### config.mk
export PLATFORM = sky130hd
export DESIGN_NAME = color_difference_blob_centroid_flat
export DESIGN_NICKNAME = d
export VERILOG_FILES = /design/src/hdl/cdbc_pkg.sv /design/src/hdl/cdbc_if.sv /design/src/hdl/cdbc_queue.sv /design/src/hdl/cdbc_front.sv /design/src/hdl/cdbc_back.sv /design/src/hdl/color_difference_blob_centroid.sv /design/src/flat_wrapper.sv
export SDC_FILE = /design/constraint.sdc
export NUM_CORES = 2
export LEC_CHECK = 0
export BUFFER_PORTS_ARGS = -buffer_cell sky130_fd_sc_hd__buf_2
export CORE_ASPECT_RATIO = 1.75
export CORE_UTILIZATION = 45
export CTS_CLUSTER_DIAMETER = 80
export CTS_CLUSTER_SIZE = 40
export DETAILED_ROUTE_END_ITERATION = 6
export PLACE_DENSITY_LB_ADDON = 0.15
export RECOVER_POWER = 25
export SLEW_MARGIN = 10
export SYNTH_ARGS = -nofsm -noshare
export SYNTH_HDL_FRONTEND = slang
export SYNTH_SLANG_ARGS = --single-unit
### constraint.sdc
create_clock -name clk -period 15.2 [get_ports clk]
set_input_delay 0.76 -clock clk [delete_from_list [all_inputs] [get_ports clk]]
set_output_delay 0.76 -clock clk [all_outputs]
set_load 0.03 [all_outputs]
### src/hdl/cdbc_pkg.sv
// cdbc_pkg: shared types, register codes, reset values and helpers for the
// color difference blob centroid block. No dependencies.
package cdbc_pkg;

    localparam int PIX_W     = 8;
    localparam int CFG_IDX_W = 3;
    localparam int CFG_DAT_W = 12;
    localparam int CEN_W     = 11;
    localparam int OFS_W     = 12;
    localparam int SIZE_W    = 12;

    localparam int DEF_MAX_WIDTH  = 2048;
    localparam int DEF_MAX_HEIGHT = 2048;

    localparam logic [PIX_W-1:0] MARK_VALUE = 8'd255;

    localparam logic [CFG_IDX_W-1:0] REG_MINUEND    = 3'd0;
    localparam logic [CFG_IDX_W-1:0] REG_SUBTRAHEND = 3'd1;
    localparam logic [CFG_IDX_W-1:0] REG_THRESHOLD  = 3'd2;
    localparam logic [CFG_IDX_W-1:0] REG_BORDER     = 3'd3;
    localparam logic [CFG_IDX_W-1:0] REG_ROW_MIN    = 3'd4;
    localparam logic [CFG_IDX_W-1:0] REG_WIDTH      = 3'd5;
    localparam logic [CFG_IDX_W-1:0] REG_HEIGHT     = 3'd6;

    localparam logic [1:0] CH_BLUE  = 2'd0;
    localparam logic [1:0] CH_GREEN = 2'd1;
    localparam logic [1:0] CH_RED   = 2'd2;

    localparam logic [1:0]        RST_MINUEND    = CH_RED;
    localparam logic [1:0]        RST_SUBTRAHEND = CH_GREEN;
    localparam logic [7:0]        RST_THRESHOLD  = 8'd40;
    localparam logic [7:0]        RST_BORDER     = 8'd0;
    localparam logic [SIZE_W-1:0] RST_ROW_MIN    = 12'd10;
    localparam logic [SIZE_W-1:0] RST_WIDTH      = 12'd640;
    localparam logic [SIZE_W-1:0] RST_HEIGHT     = 12'd480;

    typedef struct packed {
        logic [1:0]        minuend_channel;
        logic [1:0]        subtrahend_channel;
        logic [7:0]        diff_threshold;
        logic [7:0]        border_width;
        logic [SIZE_W-1:0] row_min_count;
        logic [SIZE_W-1:0] image_width;
        logic [SIZE_W-1:0] image_height;
    } cfg_t;

    // pixel part of a queue entry
    typedef struct packed {
        logic [PIX_W-1:0] blue;
        logic [PIX_W-1:0] green;
        logic [PIX_W-1:0] red;
        logic             frame_end;
        logic [OFS_W-1:0] half_w;
        logic [OFS_W-1:0] half_h;
    } pix_t;

    typedef struct packed {
        logic [PIX_W-1:0]        out_blue;
        logic [PIX_W-1:0]        out_green;
        logic [PIX_W-1:0]        out_red;
        logic                    frame_end;
        logic                    blob_found;
        logic [CEN_W-1:0]        centroid_x;
        logic [CEN_W-1:0]        centroid_y;
        logic signed [OFS_W-1:0] offset_x;
        logic signed [OFS_W-1:0] offset_y;
    } res_t;

    function automatic logic [PIX_W-1:0] pick_channel(
        input logic [1:0]       sel,
        input logic [PIX_W-1:0] b,
        input logic [PIX_W-1:0] g,
        input logic [PIX_W-1:0] r
    );
        logic [PIX_W-1:0] v;
        case (sel)
            CH_BLUE:  v = b;
            CH_GREEN: v = g;
            CH_RED:   v = r;
            default:  v = '0;
        endcase
        return v;
    endfunction

endpackage

### src/hdl/cdbc_if.sv
// cdbc_if: valid/ready channel interfaces for pixels, results and config writes.
// Depends on cdbc_pkg.
interface cdbc_pix_if import cdbc_pkg::*; ();
    logic             valid;
    logic             ready;
    logic [PIX_W-1:0] pixel_blue;
    logic [PIX_W-1:0] pixel_green;
    logic [PIX_W-1:0] pixel_red;

    modport source (output valid, output pixel_blue, output pixel_green,
                    output pixel_red, input ready);
    modport sink   (input valid, input pixel_blue, input pixel_green,
                    input pixel_red, output ready);
endinterface

interface cdbc_res_if import cdbc_pkg::*; ();
    logic                    valid;
    logic                    ready;
    logic [PIX_W-1:0]        out_blue;
    logic [PIX_W-1:0]        out_green;
    logic [PIX_W-1:0]        out_red;
    logic                    frame_end;
    logic                    blob_found;
    logic [CEN_W-1:0]        centroid_x;
    logic [CEN_W-1:0]        centroid_y;
    logic signed [OFS_W-1:0] offset_x;
    logic signed [OFS_W-1:0] offset_y;

    modport source (output valid, output out_blue, output out_green, output out_red,
                    output frame_end, output blob_found, output centroid_x,
                    output centroid_y, output offset_x, output offset_y, input ready);
    modport sink   (input valid, input out_blue, input out_green, input out_red,
                    input frame_end, input blob_found, input centroid_x,
                    input centroid_y, input offset_x, input offset_y, output ready);
endinterface

interface cdbc_cfg_if import cdbc_pkg::*; ();
    logic                 valid;
    logic                 ready;
    logic [CFG_IDX_W-1:0] index;
    logic [CFG_DAT_W-1:0] data;

    modport source (output valid, output index, output data, input ready);
    modport sink   (input valid, input index, input data, output ready);
endinterface

### src/hdl/cdbc_queue.sv
// cdbc_queue: two-entry queue between classifier front and divider back.
// Depends on nothing.
module cdbc_queue #(
    parameter int DW = 8
) (
    input  logic          clk,
    input  logic          rst_n,
    input  logic          push,
    input  logic [DW-1:0] din,
    output logic          full,
    input  logic          pop,
    output logic [DW-1:0] dout,
    output logic          valid
);

    logic [DW-1:0] mem_reg [2];
    logic          wp_reg, wp_next;
    logic          rp_reg, rp_next;
    logic [1:0]    cnt_reg, cnt_next;

    assign full  = cnt_reg == 2'd2;
    assign valid = cnt_reg != 2'd0;
    assign dout  = mem_reg[rp_reg];

    always_comb
    begin
        wp_next  = push ? ~wp_reg : wp_reg;
        rp_next  = pop ? ~rp_reg : rp_reg;
        cnt_next = cnt_reg + 2'(push) - 2'(pop);
    end

    always_ff @(posedge clk)
    begin
        if (push)
        begin
            mem_reg[wp_reg] <= din;
        end
    end

    always_ff @(posedge clk or negedge rst_n)
    begin
        if (!rst_n)
        begin
            wp_reg  <= 1'b0;
            rp_reg  <= 1'b0;
            cnt_reg <= 2'd0;
        end
        else
        begin
            wp_reg  <= wp_next;
            rp_reg  <= rp_next;
            cnt_reg <= cnt_next;
        end
    end

endmodule

### src/hdl/cdbc_front.sv
// cdbc_front: raster position, border blanking, marking and row/frame sums.
// Depends on cdbc_pkg and cdbc_if.
module cdbc_front import cdbc_pkg::*; #(
    parameter int MAX_WIDTH  = DEF_MAX_WIDTH,
    parameter int MAX_HEIGHT = DEF_MAX_HEIGHT
) (
    input  logic                clk,
    input  logic                rst_n,
    cdbc_pix_if.sink            pix,
    input  cfg_t                cfg,
    input  logic                q_full,
    output logic                q_push,
    output pix_t                q_pix,
    output logic [$clog2(MAX_WIDTH)+$clog2(MAX_HEIGHT):0]   q_tc,
    output logic [2*$clog2(MAX_WIDTH)+$clog2(MAX_HEIGHT):0] q_tx,
    output logic [$clog2(MAX_WIDTH)+2*$clog2(MAX_HEIGHT):0] q_ty
);

    localparam int XW   = $clog2(MAX_WIDTH);
    localparam int YW   = $clog2(MAX_HEIGHT);
    localparam int CNTW = XW + 1;
    localparam int RSW  = 2 * XW;
    localparam int CTW  = XW + YW + 1;
    localparam int TXW  = 2 * XW + YW + 1;
    localparam int TYW  = XW + 2 * YW + 1;
    localparam int MXY  = (XW > YW) ? XW : YW;
    localparam int PW   = ((MXY > SIZE_W) ? MXY : SIZE_W) + 1;

    logic [XW-1:0]   col_reg, col_next;
    logic [YW-1:0]   row_reg, row_next;
    logic [CNTW-1:0] rcnt_reg, rcnt_next;
    logic [RSW-1:0]  rsum_reg, rsum_next;
    logic [CTW-1:0]  tc_reg, tc_next;
    logic [TXW-1:0]  tx_reg, tx_next;
    logic [TYW-1:0]  ty_reg, ty_next;

    logic [PW-1:0]   w, h, xe, ye, bwe;
    logic            border, mark, row_end, frame_end, qual;
    logic [PIX_W:0]  m_val, s_lim;
    logic [CNTW-1:0] cnt1;
    logic [RSW-1:0]  sum1;
    logic [CTW-1:0]  tc1;
    logic [TXW-1:0]  tx1;
    logic [TYW-1:0]  ty1;
    logic [YW+CNTW-1:0] yprod;

    assign pix.ready = !q_full;
    assign q_push    = pix.valid && !q_full;

    always_comb
    begin
        if (cfg.image_width == '0)
            w = PW'(1);
        else if (PW'(cfg.image_width) > PW'(MAX_WIDTH))
            w = PW'(MAX_WIDTH);
        else
            w = PW'(cfg.image_width);

        if (cfg.image_height == '0)
            h = PW'(1);
        else if (PW'(cfg.image_height) > PW'(MAX_HEIGHT))
            h = PW'(MAX_HEIGHT);
        else
            h = PW'(cfg.image_height);

        xe  = PW'(col_reg);
        ye  = PW'(row_reg);
        bwe = PW'(cfg.border_width);

        border = (xe < bwe) || (ye < bwe) || (xe + bwe >= w) || (ye + bwe >= h);

        m_val = {1'b0, pick_channel(cfg.minuend_channel, pix.pixel_blue,
                                    pix.pixel_green, pix.pixel_red)};
        s_lim = {1'b0, pick_channel(cfg.subtrahend_channel, pix.pixel_blue,
                                    pix.pixel_green, pix.pixel_red)}
                + {1'b0, cfg.diff_threshold};
        mark  = !border && (m_val > s_lim);

        cnt1 = rcnt_reg + CNTW'(mark);
        sum1 = rsum_reg + (mark ? RSW'(col_reg) : '0);

        row_end   = xe + PW'(1) >= w;
        frame_end = row_end && (ye + PW'(1) >= h);
        qual      = row_end && (PW'(cnt1) >= PW'(cfg.row_min_count));

        yprod = (YW+CNTW)'(row_reg) * (YW+CNTW)'(cnt1);
        tc1   = qual ? tc_reg + CTW'(cnt1) : tc_reg;
        tx1   = qual ? tx_reg + TXW'(sum1) : tx_reg;
        ty1   = qual ? ty_reg + TYW'(yprod) : ty_reg;

        q_pix.blue      = border ? '0 : pix.pixel_blue;
        q_pix.green     = border ? '0 : pix.pixel_green;
        q_pix.red       = border ? '0 : (mark ? MARK_VALUE : pix.pixel_red);
        q_pix.frame_end = frame_end;
        q_pix.half_w    = OFS_W'(w >> 1);
        q_pix.half_h    = OFS_W'(h >> 1);
        q_tc = tc1;
        q_tx = tx1;
        q_ty = ty1;

        if (row_end)
        begin
            col_next  = '0;
            rcnt_next = '0;
            rsum_next = '0;
            row_next  = frame_end ? '0 : row_reg + YW'(1);
        end
        else
        begin
            col_next  = col_reg + XW'(1);
            rcnt_next = cnt1;
            rsum_next = sum1;
            row_next  = row_reg;
        end
        tc_next = frame_end ? '0 : tc1;
        tx_next = frame_end ? '0 : tx1;
        ty_next = frame_end ? '0 : ty1;
    end

    always_ff @(posedge clk or negedge rst_n)
    begin
        if (!rst_n)
        begin
            col_reg  <= '0;
            row_reg  <= '0;
            rcnt_reg <= '0;
            rsum_reg <= '0;
            tc_reg   <= '0;
            tx_reg   <= '0;
            ty_reg   <= '0;
        end
        else if (q_push)
        begin
            col_reg  <= col_next;
            row_reg  <= row_next;
            rcnt_reg <= rcnt_next;
            rsum_reg <= rsum_next;
            tc_reg   <= tc_next;
            tx_reg   <= tx_next;
            ty_reg   <= ty_next;
        end
    end

endmodule

### src/hdl/cdbc_back.sv
// cdbc_back: drains the queue, runs the centroid divisions at frame end and
// holds the result register. Depends on cdbc_pkg and cdbc_if.
module cdbc_back import cdbc_pkg::*; #(
    parameter int MAX_WIDTH  = DEF_MAX_WIDTH,
    parameter int MAX_HEIGHT = DEF_MAX_HEIGHT
) (
    input  logic                clk,
    input  logic                rst_n,
    input  logic                q_valid,
    input  pix_t                q_pix,
    input  logic [$clog2(MAX_WIDTH)+$clog2(MAX_HEIGHT):0]   q_tc,
    input  logic [2*$clog2(MAX_WIDTH)+$clog2(MAX_HEIGHT):0] q_tx,
    input  logic [$clog2(MAX_WIDTH)+2*$clog2(MAX_HEIGHT):0] q_ty,
    output logic                q_pop,
    cdbc_res_if.source          res
);

    localparam int XW  = $clog2(MAX_WIDTH);
    localparam int YW  = $clog2(MAX_HEIGHT);
    localparam int CTW = XW + YW + 1;
    localparam int K   = (XW > YW) ? XW : YW;
    localparam int SW  = $clog2(K + 1);

    typedef enum logic [2:0] {
        ST_IDLE = 3'b001,
        ST_DIV  = 3'b010,
        ST_FIN  = 3'b100
    } st_t;

    st_t            st_reg, st_next;
    logic [SW-1:0]  step_reg, step_next;
    logic [CTW-1:0] dvs_reg, dvs_next;
    logic [CTW-1:0] rx_reg, rx_next, ry_reg, ry_next;
    logic [K-1:0]   dx_reg, dx_next, dy_reg, dy_next;
    logic [K-1:0]   qx_reg, qx_next, qy_reg, qy_next;
    pix_t           px_reg, px_next;
    res_t           out_reg, out_next;
    logic           ov_reg, ov_next;

    logic           out_free, load;
    logic [CTW:0]   r2x, r2y;
    logic           gex, gey;
    logic [CEN_W-1:0] cx, cy;

    assign out_free = !ov_reg || res.ready;

    assign res.valid      = ov_reg;
    assign res.out_blue   = out_reg.out_blue;
    assign res.out_green  = out_reg.out_green;
    assign res.out_red    = out_reg.out_red;
    assign res.frame_end  = out_reg.frame_end;
    assign res.blob_found = out_reg.blob_found;
    assign res.centroid_x = out_reg.centroid_x;
    assign res.centroid_y = out_reg.centroid_y;
    assign res.offset_x   = out_reg.offset_x;
    assign res.offset_y   = out_reg.offset_y;

    always_comb
    begin
        r2x = {rx_reg, dx_reg[K-1]};
        r2y = {ry_reg, dy_reg[K-1]};
        gex = r2x >= {1'b0, dvs_reg};
        gey = r2y >= {1'b0, dvs_reg};
        cx  = CEN_W'(qx_reg);
        cy  = CEN_W'(qy_reg);

        st_next   = st_reg;
        step_next = step_reg;
        dvs_next  = dvs_reg;
        rx_next   = rx_reg;
        ry_next   = ry_reg;
        dx_next   = dx_reg;
        dy_next   = dy_reg;
        qx_next   = qx_reg;
        qy_next   = qy_reg;
        px_next   = px_reg;
        out_next  = out_reg;
        load      = 1'b0;
        q_pop     = 1'b0;

        case (st_reg)
            ST_IDLE:
            begin
                if (q_valid)
                begin
                    if (q_pix.frame_end && (q_tc != '0))
                    begin
                        q_pop     = 1'b1;
                        px_next   = q_pix;
                        dvs_next  = q_tc;
                        rx_next   = CTW'(q_tx >> K);
                        ry_next   = CTW'(q_ty >> K);
                        dx_next   = K'(q_tx);
                        dy_next   = K'(q_ty);
                        step_next = SW'(K);
                        st_next   = ST_DIV;
                    end
                    else if (out_free)
                    begin
                        q_pop = 1'b1;
                        load  = 1'b1;
                        out_next.out_blue   = q_pix.blue;
                        out_next.out_green  = q_pix.green;
                        out_next.out_red    = q_pix.red;
                        out_next.frame_end  = q_pix.frame_end;
                        out_next.blob_found = 1'b0;
                        out_next.centroid_x = '0;
                        out_next.centroid_y = '0;
                        out_next.offset_x   = '0;
                        out_next.offset_y   = '0;
                    end
                end
            end
            ST_DIV:
            begin
                rx_next   = gex ? CTW'(r2x - {1'b0, dvs_reg}) : CTW'(r2x);
                ry_next   = gey ? CTW'(r2y - {1'b0, dvs_reg}) : CTW'(r2y);
                dx_next   = dx_reg << 1;
                dy_next   = dy_reg << 1;
                qx_next   = {qx_reg[K-2:0], gex};
                qy_next   = {qy_reg[K-2:0], gey};
                step_next = step_reg - SW'(1);
                if (step_reg == SW'(1))
                begin
                    st_next = ST_FIN;
                end
            end
            ST_FIN:
            begin
                if (out_free)
                begin
                    load = 1'b1;
                    out_next.out_blue   = px_reg.blue;
                    out_next.out_green  = px_reg.green;
                    out_next.out_red    = px_reg.red;
                    out_next.frame_end  = 1'b1;
                    out_next.blob_found = 1'b1;
                    out_next.centroid_x = cx;
                    out_next.centroid_y = cy;
                    out_next.offset_x   = OFS_W'(cx) - px_reg.half_w;
                    out_next.offset_y   = OFS_W'(cy) - px_reg.half_h;
                    st_next = ST_IDLE;
                end
            end
            default:
            begin
                st_next = ST_IDLE;
            end
        endcase

        ov_next = load ? 1'b1 : (res.ready ? 1'b0 : ov_reg);
    end

    always_ff @(posedge clk)
    begin
        step_reg <= step_next;
        dvs_reg  <= dvs_next;
        rx_reg   <= rx_next;
        ry_reg   <= ry_next;
        dx_reg   <= dx_next;
        dy_reg   <= dy_next;
        qx_reg   <= qx_next;
        qy_reg   <= qy_next;
        px_reg   <= px_next;
        out_reg  <= out_next;
    end

    always_ff @(posedge clk or negedge rst_n)
    begin
        if (!rst_n)
        begin
            st_reg <= ST_IDLE;
            ov_reg <= 1'b0;
        end
        else
        begin
            st_reg <= st_next;
            ov_reg <= ov_next;
        end
    end

endmodule

### src/hdl/color_difference_blob_centroid.sv
// color_difference_blob_centroid: top level, config registers, front, queue, back.
// Depends on cdbc_pkg, cdbc_if, cdbc_queue, cdbc_front, cdbc_back.
//
//   channel  dir  handshake        payload
//   pix      in   valid/ready      pixel_blue, pixel_green, pixel_red
//   res      out  valid/ready      out_*, frame_end, blob_found, centroid_*, offset_*
//   cfg      in   valid/ready      index (3b), data (12b); ready always high
//
// Ordinary pixels pass front, two-entry queue and result register at one per cycle
// while res is ready. A frame's last pixel with counted rows passes the back end's
// divide and finish states: one bit per cycle of the two shared-divisor divisions.
// Until full, the queue lets the front take pixels during division or output stalls.
// Reset clears positions, sums and control state; config returns to its reset values.
module color_difference_blob_centroid import cdbc_pkg::*; #(
    parameter int MAX_WIDTH  = DEF_MAX_WIDTH,
    parameter int MAX_HEIGHT = DEF_MAX_HEIGHT
) (
    input  logic        clk,
    input  logic        rst_n,
    cdbc_pix_if.sink    pix,
    cdbc_res_if.source  res,
    cdbc_cfg_if.sink    cfg
);

    localparam int XW  = $clog2(MAX_WIDTH);
    localparam int YW  = $clog2(MAX_HEIGHT);
    localparam int CTW = XW + YW + 1;
    localparam int TXW = 2 * XW + YW + 1;
    localparam int TYW = XW + 2 * YW + 1;
    localparam int QW  = $bits(pix_t) + CTW + TXW + TYW;

    cfg_t           cfg_reg, cfg_next;
    logic           q_push, q_pop, q_full, q_valid;
    pix_t           f_pix, b_pix;
    logic [CTW-1:0] f_tc, b_tc;
    logic [TXW-1:0] f_tx, b_tx;
    logic [TYW-1:0] f_ty, b_ty;
    logic [QW-1:0]  q_dout;

    assign cfg.ready = 1'b1;

    always_comb
    begin
        cfg_next = cfg_reg;
        if (cfg.valid)
        begin
            case (cfg.index)
                REG_MINUEND:    cfg_next.minuend_channel    = cfg.data[1:0];
                REG_SUBTRAHEND: cfg_next.subtrahend_channel = cfg.data[1:0];
                REG_THRESHOLD:  cfg_next.diff_threshold     = cfg.data[7:0];
                REG_BORDER:     cfg_next.border_width       = cfg.data[7:0];
                REG_ROW_MIN:    cfg_next.row_min_count      = cfg.data;
                REG_WIDTH:      cfg_next.image_width        = cfg.data;
                REG_HEIGHT:     cfg_next.image_height       = cfg.data;
                default:        cfg_next = cfg_reg;
            endcase
        end
    end

    always_ff @(posedge clk or negedge rst_n)
    begin
        if (!rst_n)
        begin
            cfg_reg.minuend_channel    <= RST_MINUEND;
            cfg_reg.subtrahend_channel <= RST_SUBTRAHEND;
            cfg_reg.diff_threshold     <= RST_THRESHOLD;
            cfg_reg.border_width       <= RST_BORDER;
            cfg_reg.row_min_count      <= RST_ROW_MIN;
            cfg_reg.image_width        <= RST_WIDTH;
            cfg_reg.image_height       <= RST_HEIGHT;
        end
        else
        begin
            cfg_reg <= cfg_next;
        end
    end

    cdbc_front #(
        .MAX_WIDTH  (MAX_WIDTH),
        .MAX_HEIGHT (MAX_HEIGHT)
    ) u_front (
        .clk    (clk),
        .rst_n  (rst_n),
        .pix    (pix),
        .cfg    (cfg_reg),
        .q_full (q_full),
        .q_push (q_push),
        .q_pix  (f_pix),
        .q_tc   (f_tc),
        .q_tx   (f_tx),
        .q_ty   (f_ty)
    );

    cdbc_queue #(
        .DW (QW)
    ) u_queue (
        .clk   (clk),
        .rst_n (rst_n),
        .push  (q_push),
        .din   ({f_pix, f_tc, f_tx, f_ty}),
        .full  (q_full),
        .pop   (q_pop),
        .dout  (q_dout),
        .valid (q_valid)
    );

    assign {b_pix, b_tc, b_tx, b_ty} = q_dout;

    cdbc_back #(
        .MAX_WIDTH  (MAX_WIDTH),
        .MAX_HEIGHT (MAX_HEIGHT)
    ) u_back (
        .clk     (clk),
        .rst_n   (rst_n),
        .q_valid (q_valid),
        .q_pix   (b_pix),
        .q_tc    (b_tc),
        .q_tx    (b_tx),
        .q_ty    (b_ty),
        .q_pop   (q_pop),
        .res     (res)
    );

    a_pop_needs_entry: assert property (@(posedge clk) disable iff (!rst_n)
        q_pop |-> q_valid)
        else $error("queue popped while empty");

    a_push_needs_room: assert property (@(posedge clk) disable iff (!rst_n)
        (q_full && !q_pop) |=> !q_push || q_full)
        else $error("queue full state lost");

    a_found_at_frame_end: assert property (@(posedge clk) disable iff (!rst_n)
        (res.valid && res.blob_found) |-> res.frame_end)
        else $error("blob flagged on a pixel that does not end a frame");

    a_plain_result_zero: assert property (@(posedge clk) disable iff (!rst_n)
        (res.valid && !res.blob_found) |->
            (res.centroid_x == '0) && (res.centroid_y == '0) &&
            (res.offset_x == '0) && (res.offset_y == '0))
        else $error("centroid fields set without a blob");

endmodule

### src/flat_wrapper.sv
// flat-port wrapper written by rule: the top's interface ports become plain ports
module color_difference_blob_centroid_flat import cdbc_pkg::*;
#(
    parameter int MAX_WIDTH  = DEF_MAX_WIDTH,
    parameter int MAX_HEIGHT = DEF_MAX_HEIGHT
)
  (clk, rst_n, pix_valid, pix_pixel_blue, pix_pixel_green, pix_pixel_red, pix_ready, res_valid, res_out_blue, res_out_green, res_out_red, res_frame_end, res_blob_found, res_centroid_x, res_centroid_y, res_offset_x, res_offset_y, res_ready, cfg_valid, cfg_index, cfg_data, cfg_ready);
  cdbc_pix_if pix_i ();
  cdbc_res_if res_i ();
  cdbc_cfg_if cfg_i ();
  input  logic clk;
  input  logic rst_n;
  input wire logic [$bits(pix_i.valid)-1:0] pix_valid;
  input wire logic [$bits(pix_i.pixel_blue)-1:0] pix_pixel_blue;
  input wire logic [$bits(pix_i.pixel_green)-1:0] pix_pixel_green;
  input wire logic [$bits(pix_i.pixel_red)-1:0] pix_pixel_red;
  output wire logic [$bits(pix_i.ready)-1:0] pix_ready;
  output wire logic [$bits(res_i.valid)-1:0] res_valid;
  output wire logic [$bits(res_i.out_blue)-1:0] res_out_blue;
  output wire logic [$bits(res_i.out_green)-1:0] res_out_green;
  output wire logic [$bits(res_i.out_red)-1:0] res_out_red;
  output wire logic [$bits(res_i.frame_end)-1:0] res_frame_end;
  output wire logic [$bits(res_i.blob_found)-1:0] res_blob_found;
  output wire logic [$bits(res_i.centroid_x)-1:0] res_centroid_x;
  output wire logic [$bits(res_i.centroid_y)-1:0] res_centroid_y;
  output wire logic [$bits(res_i.offset_x)-1:0] res_offset_x;
  output wire logic [$bits(res_i.offset_y)-1:0] res_offset_y;
  input wire logic [$bits(res_i.ready)-1:0] res_ready;
  input wire logic [$bits(cfg_i.valid)-1:0] cfg_valid;
  input wire logic [$bits(cfg_i.index)-1:0] cfg_index;
  input wire logic [$bits(cfg_i.data)-1:0] cfg_data;
  output wire logic [$bits(cfg_i.ready)-1:0] cfg_ready;
  assign pix_i.valid = pix_valid;
  assign pix_i.pixel_blue = pix_pixel_blue;
  assign pix_i.pixel_green = pix_pixel_green;
  assign pix_i.pixel_red = pix_pixel_red;
  assign pix_ready = pix_i.ready;
  assign res_valid = res_i.valid;
  assign res_out_blue = res_i.out_blue;
  assign res_out_green = res_i.out_green;
  assign res_out_red = res_i.out_red;
  assign res_frame_end = res_i.frame_end;
  assign res_blob_found = res_i.blob_found;
  assign res_centroid_x = res_i.centroid_x;
  assign res_centroid_y = res_i.centroid_y;
  assign res_offset_x = res_i.offset_x;
  assign res_offset_y = res_i.offset_y;
  assign res_i.ready = res_ready;
  assign cfg_i.valid = cfg_valid;
  assign cfg_i.index = cfg_index;
  assign cfg_i.data = cfg_data;
  assign cfg_ready = cfg_i.ready;
  color_difference_blob_centroid #(.MAX_WIDTH(MAX_WIDTH), .MAX_HEIGHT(MAX_HEIGHT)) u_core (.clk(clk), .rst_n(rst_n), .pix(pix_i), .res(res_i), .cfg(cfg_i));
endmodule
### Yosys cells after proc, flatten, opt, wreduce, memory -nomap -nowiden

Memory sizes are Yosys's and may differ from the RTL's.
Index checks and enable logic that the tools add are counted.

* multipliers: 1
* eq/ne operators: 21
* bitwise operators: 2
* muxes and demuxes: 59
* $lt $le $gt $ge: 12
* $add $sub $neg: 19
* reduce and logical (&&, ||, !) cells: 34

Operators with widths (count)
* $mux 72: 4
* $mux 23: 8
* $pmux 72 s2: 1
* $mux 34: 4
* $pmux 23 s2: 2
* $mux 11: 7
* $ge 12x13->1: 4
* $ge 24x23->1: 2
* $mux 12: 4
* $pmux 8 s3: 2
* $sub 23x23->23: 2
* $pmux 11 s2: 2
* $add 34x22->34: 1
* $add 34x23->34: 1
* $mux 8: 4
* $add 11x1->12 const B: 2
* $add 11x8->12: 2
* $gt 12x12->1 const B: 2
* $logic_not 12->1: 2
* $sub 11x12->12: 2
* $add 23x12->23: 1
* $mul 11x12->23: 1
* $reduce_bool 23->1: 1
* $add 11x1->11 const B: 2
* other kinds (36): 85

* register bits after elaboration: 448
* bits in writable memories: 278
* output and inout bits: 75
* memories kept: 1
* input port bits: 44
* word-level logic and storage cells: 190

Memory list
* u_core.u_queue.mem_reg: depth 2, bits a word 139, rd ports 1, clocked after Yosys merged registers in 0, write ports 1, line cdbc_queue.sv:16 `logic [DW-1:0] mem_reg [2];`

### Depth between registers and ports, before layout

* depth in word-level cells: 13
* mapped depth: 48
* mapped depth without buffers: 46

### Modules after synthesis

Synthesis repeated with hierarchy kept, for this count alone.

* cell total of the unflattened synthesis: 3911
* area, all modules: 43803.3 µm²

Modules (own cells, without submodules)
* cdbc_front: cells each 2246, instances 1, sequential area each 3678.5 µm², area each 18560.3 µm²
* cdbc_back: cells each 1089, instances 1, sequential area each 7218.2 µm², area each 12353.1 µm²
* cdbc_queue: cells each 451, instances 1, sequential area each 8508.2 µm², area each 10674.0 µm²
* color_difference_blob_centroid: cells each 125, instances 1, sequential area each 1416.4 µm², area each 2215.9 µm²

### Worst setup path after synthesis

OpenSTA, ideal clock, no wires.

* path kind: register to register
* start: register u_core.u_front.row_reg[0]
* end: register u_core.u_front.ty_reg[33]
* arrival time: 10.008 ns
* clock period less this slack: 10.077 ns
* setup time: 0.069 ns
* buffers on the path: 3
* data required time: 15.131 ns
* setup slack: 5.123 ns
* stages on the path, launching flop included: 48
* path through: dfrtp_1 > ha_1 > inv_1 > fa_1 > o21ba_2 > o21ai_0 > a21oi_1 > o21bai_1 > a21oi_1 > nor2_1 > nor2_1 > nor2_1 > xor2_1 > ha_1 > a21o_1 > a22oi_1 > nand2_1 > a31oi_1 > (+12 left out) > inv_1 > fa_1 > inv_1 > fa_1 > fa_1 > inv_1 > fa_1 > inv_1 > ha_1 > clkbuf_1 > nand2_1 > o21ai_0 > nor4b_1 > o41a_1 > nor3_4 > nand3_1 > or3_1 > nand3_1

* longest elaborated chain between the ends: 11
* elaborated cells on any way between the ends: 18
* classes of those cells: 4 x add/sub; 1 x mul; 4 x order compare; 2 x mux; 7 x reduce/logical

Ends and longest elaborated chain
* from (decl): line cdbc_front.sv:30 `logic [YW-1:0] row_reg, row_next;`
* from (signal assigned): line cdbc_front.sv:135 `row_reg <= row_next;`
* parallel branches: the longest is 10 deep, another holds $add 34x23->34
* $mux 34 (*): line cdbc_front.sv:117 `ty_next = frame_end ? '0 : ty1;`
* to (signal assigned): line cdbc_front.sv:140 `ty_reg <= ty_next;`
* to (decl): line cdbc_front.sv:35 `logic [TYW-1:0] ty_reg, ty_next;`

Mark *: on every way between the ends.
A chain may end at the register's enable or synchronous reset.

### Worst setup path after layout

* start: register u_core.u_front.row_reg[1]
* end: register u_core.u_front.ty_reg[33]

The elaborated chain is that of the path after synthesis.

==> flow_summary.ini <==
[timing]
setup_viol_count_final = 0
fin_crit_sh = 0.765
holdWs_ps = 421
hold_viol = 0
final.setup.worst_slack_ps = 3580
slew_violations = 290
tightest_slew_ps = 3410
skew_ps = 46.1
maxSlewHeadroom = -1.28
fin_crit_ps = 11620
rsz0062_at_grt = false
setup_tns_ps = 0
fmaxAchievable_mhz = 86.0

[worst_setup_path]
cp_data_arrival_time_ps = 12200
worstReg2RegStart = u_core.u_front.row_reg[1]$_DFFE_PN0P_
reg2reg_to = u_core.u_front.ty_reg[33]$_DFFE_PN0P_
crit_start = u_core.u_front.row_reg[1]$_DFFE_PN0P_
r2r_slack_ps = 3580
cp_max_fo = 36
end_kind = register
crit_required_ps = 15770
path_buf_inv = 6
crit_path_max_incr_delay_ps = 750
critical_path_class = reg2reg
cp_top_family = adder cells
slowest_stage = dfrtp_1
start_kind = register
reg2reg_depth = 44

[synthesis]
synth_top_area_cell = edfxtp_1
synth.avg_cell_area_sq_um = 11.0
yosys_warnings = 0
synthDistinctLibCells = 88
yosys_register_bits = 722
synth_top_cell_area_share = 0.357
synthCells = 3903
synth_common_cells = 511 x edfxtp_1, 369 x nand2_1, 345 x inv_1, 293 x ha_1, 233 x o21ai_0
synth-edff-count = 511
seq_area_frac_synth = 0.480
syn-cell-area_sq_um = 43000
synthesis.nets = 4362
synth_area_leaders = edfxtp_1 36%, dfrtp_1 12%, ha_1 8.5%, fa_1 5.7%, mux2_2 4.0%
yosysMostFrequentCell = edfxtp_1
synth-async-reset-ratio = 0.292
ys.flop_type = edfxtp_1

[detailed_routing]
vias_per_cell = 5.55
postRouteAntennaNets = 0
drc = 0
wirelength_microns = 106000
drtIter0Drc = 1412
drt_pass1_iterations = 5
wl_per_cell_microns = 20.6
vias = 28612

[global_route]
grt_pass1_vias = 28815
antenna_found_initial = 1
grt_pass1_wl_microns = 164000
grt-ovfl-total = 0
grt_usage = 0.217
grt_max_degree = 73

[status]
status = complete, but fails checks
violations = max-capacitance violations, max-slew violations

[placed_design]
preCtsSetupSlack_ps = 3690
place_congestion = 0.883
io_buffers = 117
dp_hpwl_microns = 78700

[clocking]
cts_max_level = 1
cts_resized = 0
cts.sinks = 722
clk_pin_slew_ps = 130
tritoncts = built
cts_root_buffer = clkbuf_16
numCtsBuffers = 26
post_cts_buffers = 0
clk-insertion-delay-late_ps = 670
clk_path_buf_depth = 3

[floorplan]
ios = 119
initial_utilization = 0.455
die_area_sq_um = 96800
chipWidth_microns = 236
rows = 149
coreArea_sq_um = 94500
die_y_microns = 411

[min_path]
hp-class = in2reg
min_path_cells = 3
hold_start = cfg_data[11]
whs_endpoint = u_core.cfg_reg[35]$_DFFE_PN0P_

[power]
swShare = 0.400
power.density_nw_per_um2 = 154
p_total_w = 0.00705
clockPowerShare = 0.144
power.leakage_nw = 19.5
p_seq_frac = 0.434
p_switching_w = 0.00282
pwr-share-comb = 0.422
peakVddDrop_mv = 0.103
p_int_w = 0.00423

[final_layout]
final_nets = 4387
nFillCells = 8615
multi_input_area_sq_um = 20500
num_antenna_cells = 0
fin_util = 0.483
regArea_sq_um = 20600
largest_reg_flops = 276
drive_gt1_frac = 0.0851
area_delta_synth_final_pct = 6.26

[run]
cap_violations = 6
routing by layer:
layer	GRT usage	up-vias	part of all wire
li1	-	13779	-
met1	0.250	14223	0.40
met2	0.419	438	0.54
met3	0.0121	172	0.021
met4	0.0817	0	0.038
met5	0	-	0
worst max path at each step:
stage,depth (start not counted),slack (ps),end
floorplan,47,5120,u_core.u_front.ty_reg[33]$_DFFE_PN0P_
detailed placement,44,3690,u_core.u_front.ty_reg[33]$_DFFE_PN0P_
global placement,44,3870,u_core.u_front.ty_reg[33]$_DFFE_PN0P_
CTS,44,3560,u_core.u_front.ty_reg[33]$_DFFE_PN0P_
finish,44,3580,u_core.u_front.ty_reg[33]$_DFFE_PN0P_
global route,45,2750,u_core.u_front.ty_reg[33]$_DFFE_PN0P_
tightest hold or removal path, cell delays in order:
cell     delay [ps]
buf_2           140
nand2_1          70
o21ai_0          70
cell families after synthesis:
logic type | Yosys count | share of synthesized area
AND/OR/NAND/NOR | 1026 | 0.114
AO/OA/AOI/OAI | 790 | 0.118
flip-flops | 722 | 0.480
buffers and inverters | 513 | 0.0455
adder cells (fa/ha/maj) | 415 | 0.142
multiplexers | 236 | 0.0594
XOR/XNOR | 200 | 0.0407
other | 1 | 0.0000872
cell type report:
cell class                      count  area share
Sequential cell                   722       0.452
Timing Repair Buffer              161      0.0181
Inverter                          349      0.0288
Multi-Input combinational cell   2668       0.448
Clock buffer                       30      0.0146
Tap cell                         1208      0.0331
Clock inverter                     18     0.00556
repair_timing:
item,in CTS,in global routing
hold buffers,1,0
hold endpoints to repair,12,0
endpoints found under the setup margin,0,0
stage by stage:
step                      instance area [sq um]  cells
after CTS                                 45800   5156
after global routing                      45700   5156
final                                     45700   5156
after global placement                    44900   5107
after detailed placement                  44900   5107
after floorplan                           43000   3903
cells in the final DEF (no fill, tap or decap), drive strengths merged, types with 35 or more instances in the layout:
cell    synthesis  final
edfxtp        511    511
nand2         370    370
inv           346    355
ha            293    293
o21ai         239    239
nor2          228    228
dfrtp         198    198
a21oi         162    162
mux2          152    152
xnor2         124    124
fa            122    122
and2          101    101
buf            35     96
clkbuf        129     94
mux2i          84     84
xor2           76     76
a21o           63     63
nor2b          59     59
nand3          56     56
a22o           52     52
and3           48     48
a211oi         45     45
o31ai          39     39
o21a           39     39
nand2b         35     35
power by group through the flow:
| stage | Combinational, W | Sequential [W] | Clock (W) |
|---|---|---|---|
| 2_1_floorplan | 0.00209 | 0.00319 | 0 |
| 3_3_place_gp | 0.00299 | 0.00310 | 0 |
| 3_5_place_dp | 0.00301 | 0.00311 | 0 |
| 6_report | 0.00298 | 0.00306 | 0.00101 |
| 4_1_cts | 0.00303 | 0.00306 | 0.00105 |
| 5_1_grt | 0.00331 | 0.00312 | 0.00110 |
Power figures use the tool's default switching activity.
